===== src/design/charger_fault_qualifier_defines.svh =====
// Assertion helpers shared by the fault qualifier RTL.
`ifndef CHARGER_FAULT_QUALIFIER_DEFINES_SVH
`define CHARGER_FAULT_QUALIFIER_DEFINES_SVH
`ifndef NO_ASSERTIONS
// Check on the local clk, off while rst is high.
`define CFQ_ASSERT(lbl, prop, msg) \
  lbl: assert property (@(posedge clk) disable iff (rst) prop) else $error(msg);
// Check with an explicit clock and reset.
`define CFQ_ASSERT_ON(lbl, ck, rs, prop, msg) \
  lbl: assert property (@(posedge ck) disable iff (rs) prop) else $error(msg);
`else
`define CFQ_ASSERT(lbl, prop, msg)
`define CFQ_ASSERT_ON(lbl, ck, rs, prop, msg)
`endif
`endif


===== src/design/cfq_pkg.sv =====
package cfq_pkg;

  localparam int LEVEL_W   = 16;
  localparam int CFG_IDX_W = 4;
  localparam int DEB_W     = 8;

  // Debounce and presence thresholds
  localparam logic [DEB_W-1:0]   DEBOUNCE_LIMIT = 8'd10;
  localparam logic [LEVEL_W-1:0] GUN_LEVEL      = 16'd2048;
  localparam logic [LEVEL_W-1:0] VEHICLE_LEVEL  = 16'd1024;

  // Register indexes
  localparam logic [CFG_IDX_W-1:0] REG_OC_TRIP   = 4'd0;
  localparam logic [CFG_IDX_W-1:0] REG_OC_CLEAR  = 4'd1;
  localparam logic [CFG_IDX_W-1:0] REG_UV_TRIP   = 4'd2;
  localparam logic [CFG_IDX_W-1:0] REG_UV_CLEAR  = 4'd3;
  localparam logic [CFG_IDX_W-1:0] REG_OV_TRIP   = 4'd4;
  localparam logic [CFG_IDX_W-1:0] REG_OV_CLEAR  = 4'd5;
  localparam logic [CFG_IDX_W-1:0] REG_LEAK_TRIP = 4'd6;
  localparam logic [CFG_IDX_W-1:0] REG_PERSIST   = 4'd7;

  // Register reset values
  localparam logic [LEVEL_W-1:0] LEVEL_MAX     = 16'hFFFF;
  localparam logic [LEVEL_W-1:0] LEVEL_MIN     = 16'h0000;
  localparam logic [LEVEL_W-1:0] PERSIST_RESET = 16'd10;

  typedef struct packed {
    logic [LEVEL_W-1:0] oc_trip_level;
    logic [LEVEL_W-1:0] oc_clear_level;
    logic [LEVEL_W-1:0] uv_trip_level;
    logic [LEVEL_W-1:0] uv_clear_level;
    logic [LEVEL_W-1:0] ov_trip_level;
    logic [LEVEL_W-1:0] ov_clear_level;
    logic [LEVEL_W-1:0] leak_trip_level;
    logic [LEVEL_W-1:0] persist_ticks;
  } cfg_t;

  // Per-tick qualifier request
  typedef struct packed {
    logic en;
    logic trip;
    logic clr;
  } qual_req_t;

endpackage


===== src/design/cfq_cfg.sv =====
module cfq_cfg (
  input  logic                          clk,
  input  logic                          rst,
  input  logic                          cfg_valid,
  output logic                          cfg_ready,
  input  logic [cfq_pkg::CFG_IDX_W-1:0] cfg_index,
  input  logic [cfq_pkg::LEVEL_W-1:0]   cfg_data,
  output cfq_pkg::cfg_t                 cfg
);

  assign cfg_ready = 1'b1;

  // Decode a register write; drop indexes past the list
  always_ff @(posedge clk) begin
    if (rst) begin
      cfg.oc_trip_level   <= cfq_pkg::LEVEL_MAX;
      cfg.oc_clear_level  <= cfq_pkg::LEVEL_MAX;
      cfg.uv_trip_level   <= cfq_pkg::LEVEL_MIN;
      cfg.uv_clear_level  <= cfq_pkg::LEVEL_MIN;
      cfg.ov_trip_level   <= cfq_pkg::LEVEL_MAX;
      cfg.ov_clear_level  <= cfq_pkg::LEVEL_MAX;
      cfg.leak_trip_level <= cfq_pkg::LEVEL_MAX;
      cfg.persist_ticks   <= cfq_pkg::PERSIST_RESET;
    end else if (cfg_valid) begin
      unique case (cfg_index)
        cfq_pkg::REG_OC_TRIP:   cfg.oc_trip_level   <= cfg_data;
        cfq_pkg::REG_OC_CLEAR:  cfg.oc_clear_level  <= cfg_data;
        cfq_pkg::REG_UV_TRIP:   cfg.uv_trip_level   <= cfg_data;
        cfq_pkg::REG_UV_CLEAR:  cfg.uv_clear_level  <= cfg_data;
        cfq_pkg::REG_OV_TRIP:   cfg.ov_trip_level   <= cfg_data;
        cfq_pkg::REG_OV_CLEAR:  cfg.ov_clear_level  <= cfg_data;
        cfq_pkg::REG_LEAK_TRIP: cfg.leak_trip_level <= cfg_data;
        cfq_pkg::REG_PERSIST:   cfg.persist_ticks   <= cfg_data;
        default: ;
      endcase
    end
  end

endmodule


===== src/design/cfq_qualifier.sv =====
`include "charger_fault_qualifier_defines.svh"

module cfq_qualifier (
  input  logic                        clk,
  input  logic                        rst,
  input  cfq_pkg::qual_req_t          req,
  input  logic [cfq_pkg::LEVEL_W-1:0] persist_ticks,
  output logic                        flag
);

  logic [cfq_pkg::LEVEL_W-1:0] trip_count, trip_count_next;
  logic [cfq_pkg::LEVEL_W-1:0] clear_count, clear_count_next;
  logic                        flag_next;

  // Count toward trip or clear; trip wins when both hold, hold inside the band
  always_comb begin
    trip_count_next  = trip_count;
    clear_count_next = clear_count;
    flag_next        = flag;
    if (req.trip) begin
      clear_count_next = '0;
      trip_count_next  = (trip_count == cfq_pkg::LEVEL_MAX) ? trip_count
                                                             : trip_count + 1'b1;
      if (trip_count_next >= persist_ticks) flag_next = 1'b1;
    end else if (req.clr) begin
      trip_count_next  = '0;
      clear_count_next = (clear_count == cfq_pkg::LEVEL_MAX) ? clear_count
                                                              : clear_count + 1'b1;
      if (clear_count_next >= persist_ticks) flag_next = 1'b0;
    end
  end

  // Advance only when a tick moves into the result stage
  always_ff @(posedge clk) begin
    if (rst) begin
      trip_count  <= '0;
      clear_count <= '0;
      flag        <= 1'b0;
    end else if (req.en) begin
      trip_count  <= trip_count_next;
      clear_count <= clear_count_next;
      flag        <= flag_next;
    end
  end

  `CFQ_ASSERT(a_one_count_live, !(trip_count != '0 && clear_count != '0), "both counts live")
  `CFQ_ASSERT(a_hold_when_idle, !req.en |=> $stable(flag) && $stable(trip_count), "idle change")

endmodule


===== src/design/cfq_debounce.sv =====
`include "charger_fault_qualifier_defines.svh"

module cfq_debounce (
  input  logic clk,
  input  logic rst,
  input  logic en,
  input  logic cond,
  output logic flag
);

  logic [cfq_pkg::DEB_W-1:0] count, count_next;
  logic                      flag_next;

  // Ramp up to the limit while the condition holds, down to zero otherwise
  always_comb begin
    count_next = count;
    flag_next  = flag;
    if (cond) begin
      if (count >= cfq_pkg::DEBOUNCE_LIMIT) flag_next = 1'b1;
      else count_next = count + 1'b1;
    end else begin
      if (count != '0) count_next = count - 1'b1;
      else flag_next = 1'b0;
    end
  end

  always_ff @(posedge clk) begin
    if (rst) begin
      count <= '0;
      flag  <= 1'b0;
    end else if (en) begin
      count <= count_next;
      flag  <= flag_next;
    end
  end

  `CFQ_ASSERT_ON(a_count_bound, clk, rst, count <= cfq_pkg::DEBOUNCE_LIMIT, "debounce overrun")

endmodule


===== src/design/charger_fault_qualifier.sv =====
// Channel | Direction | Handshake             | Payload
// in      | in        | in_valid / in_ready   | load_current, line_voltage, leak_current,
//         |           |                       | pilot_sense, estop_pin
// out     | out       | out_valid / out_ready | seven fault and presence flags
// cfg     | in        | cfg_valid / cfg_ready | cfg_index, cfg_data (always ready)
//
// One tick per clock sustained while out_ready stays high; a tick's flags reach the outputs
// through the input register, which holds it after its transfer, and then the flag registers,
// which the counter update loads and which are the result register.
// The input register lets the next tick transfer while a result waits on out_ready;
// with both registers full and out_ready low, in_ready drops until the result transfers.
// rst (synchronous) clears counters and flags and loads the register reset values.
`include "charger_fault_qualifier_defines.svh"

module charger_fault_qualifier (
  input  logic                          clk,
  input  logic                          rst,
  input  logic                          in_valid,
  output logic                          in_ready,
  input  logic [15:0]                   load_current,
  input  logic [15:0]                   line_voltage,
  input  logic [15:0]                   leak_current,
  input  logic [15:0]                   pilot_sense,
  input  logic                          estop_pin,
  output logic                          out_valid,
  input  logic                          out_ready,
  output logic                          overcurrent,
  output logic                          undervoltage,
  output logic                          overvoltage,
  output logic                          leakage_fault,
  output logic                          gun_present,
  output logic                          vehicle_present,
  output logic                          estop_active,
  input  logic                          cfg_valid,
  output logic                          cfg_ready,
  input  logic [cfq_pkg::CFG_IDX_W-1:0] cfg_index,
  input  logic [15:0]                   cfg_data
);

  cfq_pkg::cfg_t cfg;

  logic        pipe_valid;
  logic [15:0] cur, volt, leak, pilot;
  logic        estop;
  logic        advance;

  cfq_pkg::qual_req_t oc_req, uv_req, ov_req, leak_req;

  cfq_cfg u_cfg (
    .clk       (clk),
    .rst       (rst),
    .cfg_valid (cfg_valid),
    .cfg_ready (cfg_ready),
    .cfg_index (cfg_index),
    .cfg_data  (cfg_data),
    .cfg       (cfg)
  );

  // Move a tick into the result stage when the result slot is free or draining
  assign advance  = pipe_valid && (!out_valid || out_ready);
  assign in_ready = !pipe_valid || advance;

  // Hold the input tick
  always_ff @(posedge clk) begin
    if (rst) begin
      pipe_valid <= 1'b0;
    end else if (in_ready) begin
      pipe_valid <= in_valid;
    end
  end

  always_ff @(posedge clk) begin
    if (in_ready && in_valid) begin
      cur   <= load_current;
      volt  <= line_voltage;
      leak  <= leak_current;
      pilot <= pilot_sense;
      estop <= estop_pin;
    end
  end

  // Result valid
  always_ff @(posedge clk) begin
    if (rst) begin
      out_valid <= 1'b0;
    end else if (advance) begin
      out_valid <= 1'b1;
    end else if (out_ready) begin
      out_valid <= 1'b0;
    end
  end

  // Level compares
  assign oc_req   = '{en: advance, trip: cur > cfg.oc_trip_level,
                      clr: cur <= cfg.oc_clear_level};
  assign uv_req   = '{en: advance, trip: volt < cfg.uv_trip_level,
                      clr: volt >= cfg.uv_clear_level};
  assign ov_req   = '{en: advance, trip: volt > cfg.ov_trip_level,
                      clr: volt <= cfg.ov_clear_level};
  assign leak_req = '{en: advance, trip: leak > cfg.leak_trip_level, clr: 1'b1};

  cfq_qualifier u_oc (
    .clk (clk), .rst (rst), .req (oc_req),
    .persist_ticks (cfg.persist_ticks), .flag (overcurrent)
  );

  cfq_qualifier u_uv (
    .clk (clk), .rst (rst), .req (uv_req),
    .persist_ticks (cfg.persist_ticks), .flag (undervoltage)
  );

  cfq_qualifier u_ov (
    .clk (clk), .rst (rst), .req (ov_req),
    .persist_ticks (cfg.persist_ticks), .flag (overvoltage)
  );

  cfq_qualifier u_leak (
    .clk (clk), .rst (rst), .req (leak_req),
    .persist_ticks (cfg.persist_ticks), .flag (leakage_fault)
  );

  cfq_debounce u_gun (
    .clk (clk), .rst (rst), .en (advance),
    .cond (pilot < cfq_pkg::GUN_LEVEL), .flag (gun_present)
  );

  cfq_debounce u_veh (
    .clk (clk), .rst (rst), .en (advance),
    .cond (pilot < cfq_pkg::VEHICLE_LEVEL), .flag (vehicle_present)
  );

  cfq_debounce u_estop (
    .clk (clk), .rst (rst), .en (advance),
    .cond (estop), .flag (estop_active)
  );

  `CFQ_ASSERT(a_adv_gives_result, advance |=> out_valid, "tick lost")
  `CFQ_ASSERT(a_full_stalls_input, pipe_valid && out_valid && !out_ready |-> !in_ready, "overrun")
  `CFQ_ASSERT(a_flags_hold, !advance |=> $stable(overcurrent) && $stable(gun_present), "flag drift")

endmodule


===== config.mk =====
export PLATFORM = sky130hd
export DESIGN_NAME = charger_fault_qualifier
export DESIGN_NICKNAME = d
export VERILOG_FILES = /design/src/design/cfq_pkg.sv /design/src/design/cfq_cfg.sv /design/src/design/cfq_qualifier.sv /design/src/design/cfq_debounce.sv /design/src/design/charger_fault_qualifier.sv
export VERILOG_INCLUDE_DIRS = /design/src /design/src/design
export SDC_FILE = /design/constraint.sdc
export NUM_CORES = 1
export LEC_CHECK = 0
export ABC_AREA = 1
export ABC_CLOCK_PERIOD_IN_PS = 3650
export BUFFER_PORTS_ARGS = -buffer_cell sky130_fd_sc_hd__buf_2
export CAP_MARGIN = 20
export CORE_MARGIN = 3
export CORE_UTILIZATION = 38
export CTS_CLUSTER_SIZE = 14
export DETAILED_ROUTE_END_ITERATION = 7
export SYNTH_ARGS = -nofsm -noshare
export SYNTH_HDL_FRONTEND = slang
export SYNTH_SLANG_ARGS = --single-unit

===== constraint.sdc =====
create_clock -name clk -period 3.65 [get_ports clk]
set_clock_uncertainty 0.2 [all_clocks]
set_input_delay 1.095 -clock clk [delete_from_list [all_inputs] [get_ports clk]]
set_output_delay 1.095 -clock clk [all_outputs]
set_load 0.01 [all_outputs]

== Yosys cells after proc, flatten, opt, wreduce, memory -nomap -nowiden ==
Index checks and enable logic that the tools add are counted.
Word-level totals
  flip-flop bits (word level): 354
  input port bits: 90
  logic and storage cells: 194
Cells by class
  add/sub/neg operators: 14
  magnitude comparators: 20
  eq/ne operators: 28
  multiplexer cells: 57
  reductions and logical operators: 42
Operators with widths (count)
  $mux 16: 22
  $ge 16x16->1: 9
  $add 16x1->16 const B: 8
  $eq 16x16->1 const B: 8
  $mux 8: 9
  $gt 16x16->1: 3
  $le 16x16->1: 2
  $mux 1: 26
  $add 8x1->8 const B: 3
  $ge 8x4->1 const B: 3
  $reduce_bool 8->1: 3
  $sub 8x1->8 const B: 3
  $reduce_and 2->1: 11
  $reduce_bool 2->1: 11
  $reduce_and 3->1: 7
  $eq 4x3->1 const B: 4
  $lt 16x11->1 const B: 1
  $lt 16x12->1 const B: 1
  $lt 16x16->1: 1
  $ne 2x2->1 const B: 7
  $ne 2x1->1 const B: 6
  $reduce_and 4->1: 3
  $eq 4x2->1 const B: 2
  $eq 4x1->1 const B: 1
  other kinds (4): 7

== Logic depth before layout (Yosys ltp) ==
  depth after elaboration: 6
  gate-level depth with buffers: 21
  mapped depth without buffers: 21

== Modules after synthesis ==
A second synthesis with hierarchy kept.
Second synthesis, totals
  cells, all modules: 3400
  area, all modules: 23623.9 um^2
By module, submodules not included
  cfq_qualifier (u_leak ...): times used 3, cells an instance 452, area each 2949.1 um^2
  cfq_cfg: times used 1, cells an instance 662, area each 4834.6 um^2
  charger_fault_qualifier: times used 1, cells an instance 551, area each 4719.5 um^2
  cfq_qualifier (u_ov): times used 1, cells an instance 450, area each 2891.5 um^2
  cfq_debounce: times used 3, cells an instance 127, area each 777.0 um^2

== Worst setup path after synthesis ==
No wires, ideal clock.
  path kind: input-to-reg
  start point: in out_ready
  end point: reg cur[0] (enable)
  data arrival time: 2.441 ns
  required time: 3.041 ns
  path slack: 0.600 ns
  stages: 4
  buffers on the path: 0
  cells stage by stage: inv_1 nand3_1 nand2_1 inv_1
On the way
  cells in the longest elaborated chain, start to end: 4
RTL lines
  start, declared: RTL line charger_fault_qualifier.sv:26  | input logic out_ready,
  $logic_or 1x1->1: RTL line charger_fault_qualifier.sv:60  | assign advance = pipe_valid && (!out_valid || out_ready);
  $logic_and 1x1->1: RTL line charger_fault_qualifier.sv:60
  $logic_or 1x1->1: RTL line charger_fault_qualifier.sv:61  | assign in_ready = !pipe_valid || advance;
  net in_ready: RTL line charger_fault_qualifier.sv:19  | output logic in_ready,
  $logic_and 1x1->1: RTL line charger_fault_qualifier.sv:73  | if (in_ready && in_valid) begin
  end signal, assigned: RTL line charger_fault_qualifier.sv:74  | cur <= load_current;
  end, declared: RTL line charger_fault_qualifier.sv:43  | logic [15:0] cur, volt, leak, pilot;
The timed path passes the listed nets, and every way through them passes these cells.
A chain may end at the register's enable or synchronous reset.

== Final worst setup path ==
  start point: reg u_ov.trip_count[0] (netlist bit)
  end point: reg u_ov.flag
On the way
  cells in the longest elaborated chain, start to end: 5
  elaborated cells between the ends (all ways): 6
  classes of those cells: 1 x add/sub; 1 x order compare; 2 x eq/ne; 1 x mux; 1 x reduce/logical
RTL lines
  start, declared: RTL line cfq_qualifier.sv:11  | logic [cfq_pkg::LEVEL_W-1:0] trip_count, trip_count_next;
  start signal, assigned: RTL line cfq_qualifier.sv:40  | trip_count <= trip_count_next;
  $add 16x1->16 / $eq 16x16->1 (equally long branches): RTL line cfq_qualifier.sv:23, cfq_qualifier.sv:22
  $mux 16 *: RTL line cfq_qualifier.sv:22  | trip_count_next = (trip_count == cfq_pkg::LEVEL_MAX) ? trip_count
  $ge 16x16->1 *: RTL line cfq_qualifier.sv:24  | if (trip_count_next >= persist_ticks) flag_next = 1'b1;
  $ne 2x1->1 (no source line) *
  $reduce_and 4->1 (no source line) *
  end signal, assigned: RTL line cfq_qualifier.sv:42  | flag <= flag_next;
  end, declared: RTL line cfq_qualifier.sv:8  | output logic flag
Every way passes the cells marked *; elsewhere a longest branch is shown, timed or not.

==> metrics.csv <==
stage,metric,value,unit
synth,Yosys cell types,51,
synth,post-synth net total,3238,
power_and_ir_drop,peak ir drop on the vdd network,0.000320,V
route,DR vias,19100,
power_and_ir_drop,Leakage,11.1,nW
synth,number of synthesized register bits,344,
place,"Cell Area, Placed",22500,sq um
synth,Synth Warn #,0,
global_route,All-Layer GR Usage,18.5,%
floorplanning,IO Pins,100,
critical_path,CP Max Fanout,8,
timing,Rel. slew slack,44.5,%
synth,synthesized area per cell,7.42,sq um
synth,cell with the most instances after synthesis,nand2_1,
timing,slew of the pin with the lowest slew margin,0.832,ns
finish,Largest register FFs,128,
synth,post-synth top area cell,dfxtp_1,
synth,cells after synthesis,2880,
floorplanning,die area,59100,sq um
timing,Hold Slack,0.259,ns
route,drt pass-1 iters,5,
critical_path,CP Class,flip-flop to flip-flop,
route,Via density,5.13,
floorplanning,Die X,243,microns
timing,final hold vios,0,
critical_path,data required time at the worst endpoint,3.91,ns
floorplanning,core area,55300,sq um
synth,Area contributors post-synth,"dfxtp_1, ha_1, nand2_1",
global_route,vias in the first global route,18200,
global_route,antenna violations before repair,0,
place,placer congestion estimate,0.867,
clock_tree,# resized after CTS,0,
place,HPWL after DPL,38500,microns
synth,mapped cell area,21400,sq um
route,DRC viols,0,
finish,ratio of cells with drive above 1 in the final layout,7.36,%
clock_tree,post-CTS setup buffers,0,
clock_tree,TritonCTS clock tree,yes,
floorplanning,die height,243,microns
clock_tree,CTS Sinks,344,
synth,"Seq/Total Area, Yosys",34.8,%
timing,unrepaired setup endpoints after global routing,false,
clock_tree,Max clock buf depth,3,
route,DRT antenna net count,0,
finish,# diodes,0,
status,status,completed,
global_route,first-pass GRT wire length,90100,microns
route,Routed wire per std cell,14.9,microns
power_and_ir_drop,Power Dens Cells,411,nW/um^2
global_route,Congestion Overflow GR,0,
critical_path,CP Capture Type,flip-flop,
critical_path,critical path startpoint category,flip-flop,
place,PortBufs,88,
timing,maximum clock rate,0.316,GHz
global_route,largest net degree at the start of global routing,158,
route,final wirelength,55500,microns
timing,Tcrit/Tclk final,86.8,%
floorplanning,Row Count,86,
synth,Most used DFF post-synth,dfxtp_1,
clock_tree,H-tree depth reported by CTS,2,
finish,# nets final,3302,
job,maxcap violations,0,
synth,post-synth top area share,27.1,%
clock_tree,clock latency on the worst-skew pair,0.57,ns
synth,Post-synth top cells,"nand2_1, a21oi_1, inv_1, dfxtp_1, ha_1",
timing,Max Slew Vio Count,0,
critical_path,WP data arrival,3.42,ns
clock_tree,clock slew at reported path FFs,0.06,ns
worst_hold_path,Min-Delay Path Class,flip-flop to flip-flop,
synth,Post-synth EDFFs,55,
synth,asr flop ratio synth,0,%
finish,final instance area,23900,sq um
timing,setup TNS,0,ns
clock_tree,clock root cell,clkbuf_16,
timing,Final Setup Violations,0,
route,DRT iter0 DRCs,1216,
timing,crit path time final,3.17,ns
clock_tree,CTS buffer count,41,
floorplanning,Starting Density,38.6,%
finish,Biggest register,u_cfg.cfg,
clock_tree,hold buffers post-CTS,0,
finish,Area Overhead vs Synth,11.9,%
routing by layer:
metal	part of all wire (%)	up-vias	wire [microns]	track usage, %
met5	0	-	0	0
met4	3.7	0	2040	7.47
met3	5.2	110	2870	2.19
met2	46	462	25500	31.3
met1	45	8774	25100	23.9
li1	-	9764	-	-
worst paths after layout:
check                      from             to  slack (ns)  depth (start not counted)
max          u_ov.trip_count[0]      u_ov.flag        0.48                         18
min               u_cfg.cfg[64]  u_cfg.cfg[64]        0.26                          2
max reg2reg  u_ov.trip_count[0]      u_ov.flag        0.48                         18
min reg2reg       u_cfg.cfg[64]  u_cfg.cfg[64]        0.26                          2
area by class of cell:
class / count / area, sq um
fill: 5586 / 31400
multi-input combinational: 2091 / 12200
inverter: 365 / 1370
timing repair buffer: 101 / 578
clock inverter: 19 / 267
tap: 748 / 936
clock buffer: 55 / 1110
sequential: 344 / 7440
worst max-delay path: stages (launching register included):
cell and delay [ns]:
dfxtp_1 0.42, ha_1 0.21, nand2_1 0.11, nor2_4 0.14, nand4_1 0.15, nor2_1 0.31
inv_1 0.22, o21ai_0 0.16, ha_1 0.29, a21oi_1 0.15, nor2_1 0.06, a211oi_1 0.18
nand3_1 0.13, nand2_1 0.09, nand2_1 0.05, nand2_1 0.06, nand2_1 0.04, nand2_1 0.05
nor2_1 0.04
report_power, final:
part           switching [mW]  internal [mW]  total [mW]  leakage (nW)
sequential              0.138           4.03        4.17          2.88
clock                    1.68           2.57        4.24         0.672
combinational           0.880          0.541        1.42          7.58
total                    2.69           7.13        9.83          11.1
stage by stage:
stage	setup slack (ns)	power [mW]	std cells	utilization [%]
floorplan	0.600	5.26	2880	-
global placement	0.527	5.60	3649	40.8
detailed placement	0.537	5.66	3649	40.8
CTS	0.506	9.94	3723	43.2
global route	0.122	10.3	3723	43.2
finish	0.481	9.83	3723	43.2
layout by cell type, fill, tap and decap left out, drive strengths merged:
cell,instances
o2111ai,1
or3,1
or2,11
clkinv,9
fa,3
o31ai,2
o311ai,1
bufinv,6
a31oi,2
xnor2,23
dfxtp,289
nand3,109
inv,368
nand2,606
edfxtp,55
buf,101
conb,1
o211ai,17
a21boi,3
nand3b,4
o21ai,242
nand4,48
a21o,4
o21bai,3
a41oi,4
nor2,219
a22oi,1
o21a,9
a21oi,392
ha,265
xor2,66
clkinvlp,1
a211oi,4
nor4,4
and2,1
nor3,45
clkbuf,55
logic make-up after synthesis:
family | Yosys count | share of synthesized area, %
flops | 344 | 34.8
buf+inv | 445 | 8.00
other cells | 1 | 0.0176
compound gates | 685 | 16.7
xor+xnor | 89 | 3.68
simple gates | 1048 | 21.0
fa+ha+maj | 268 | 15.8
No activity file was read; power rests on OpenSTA's default activity.
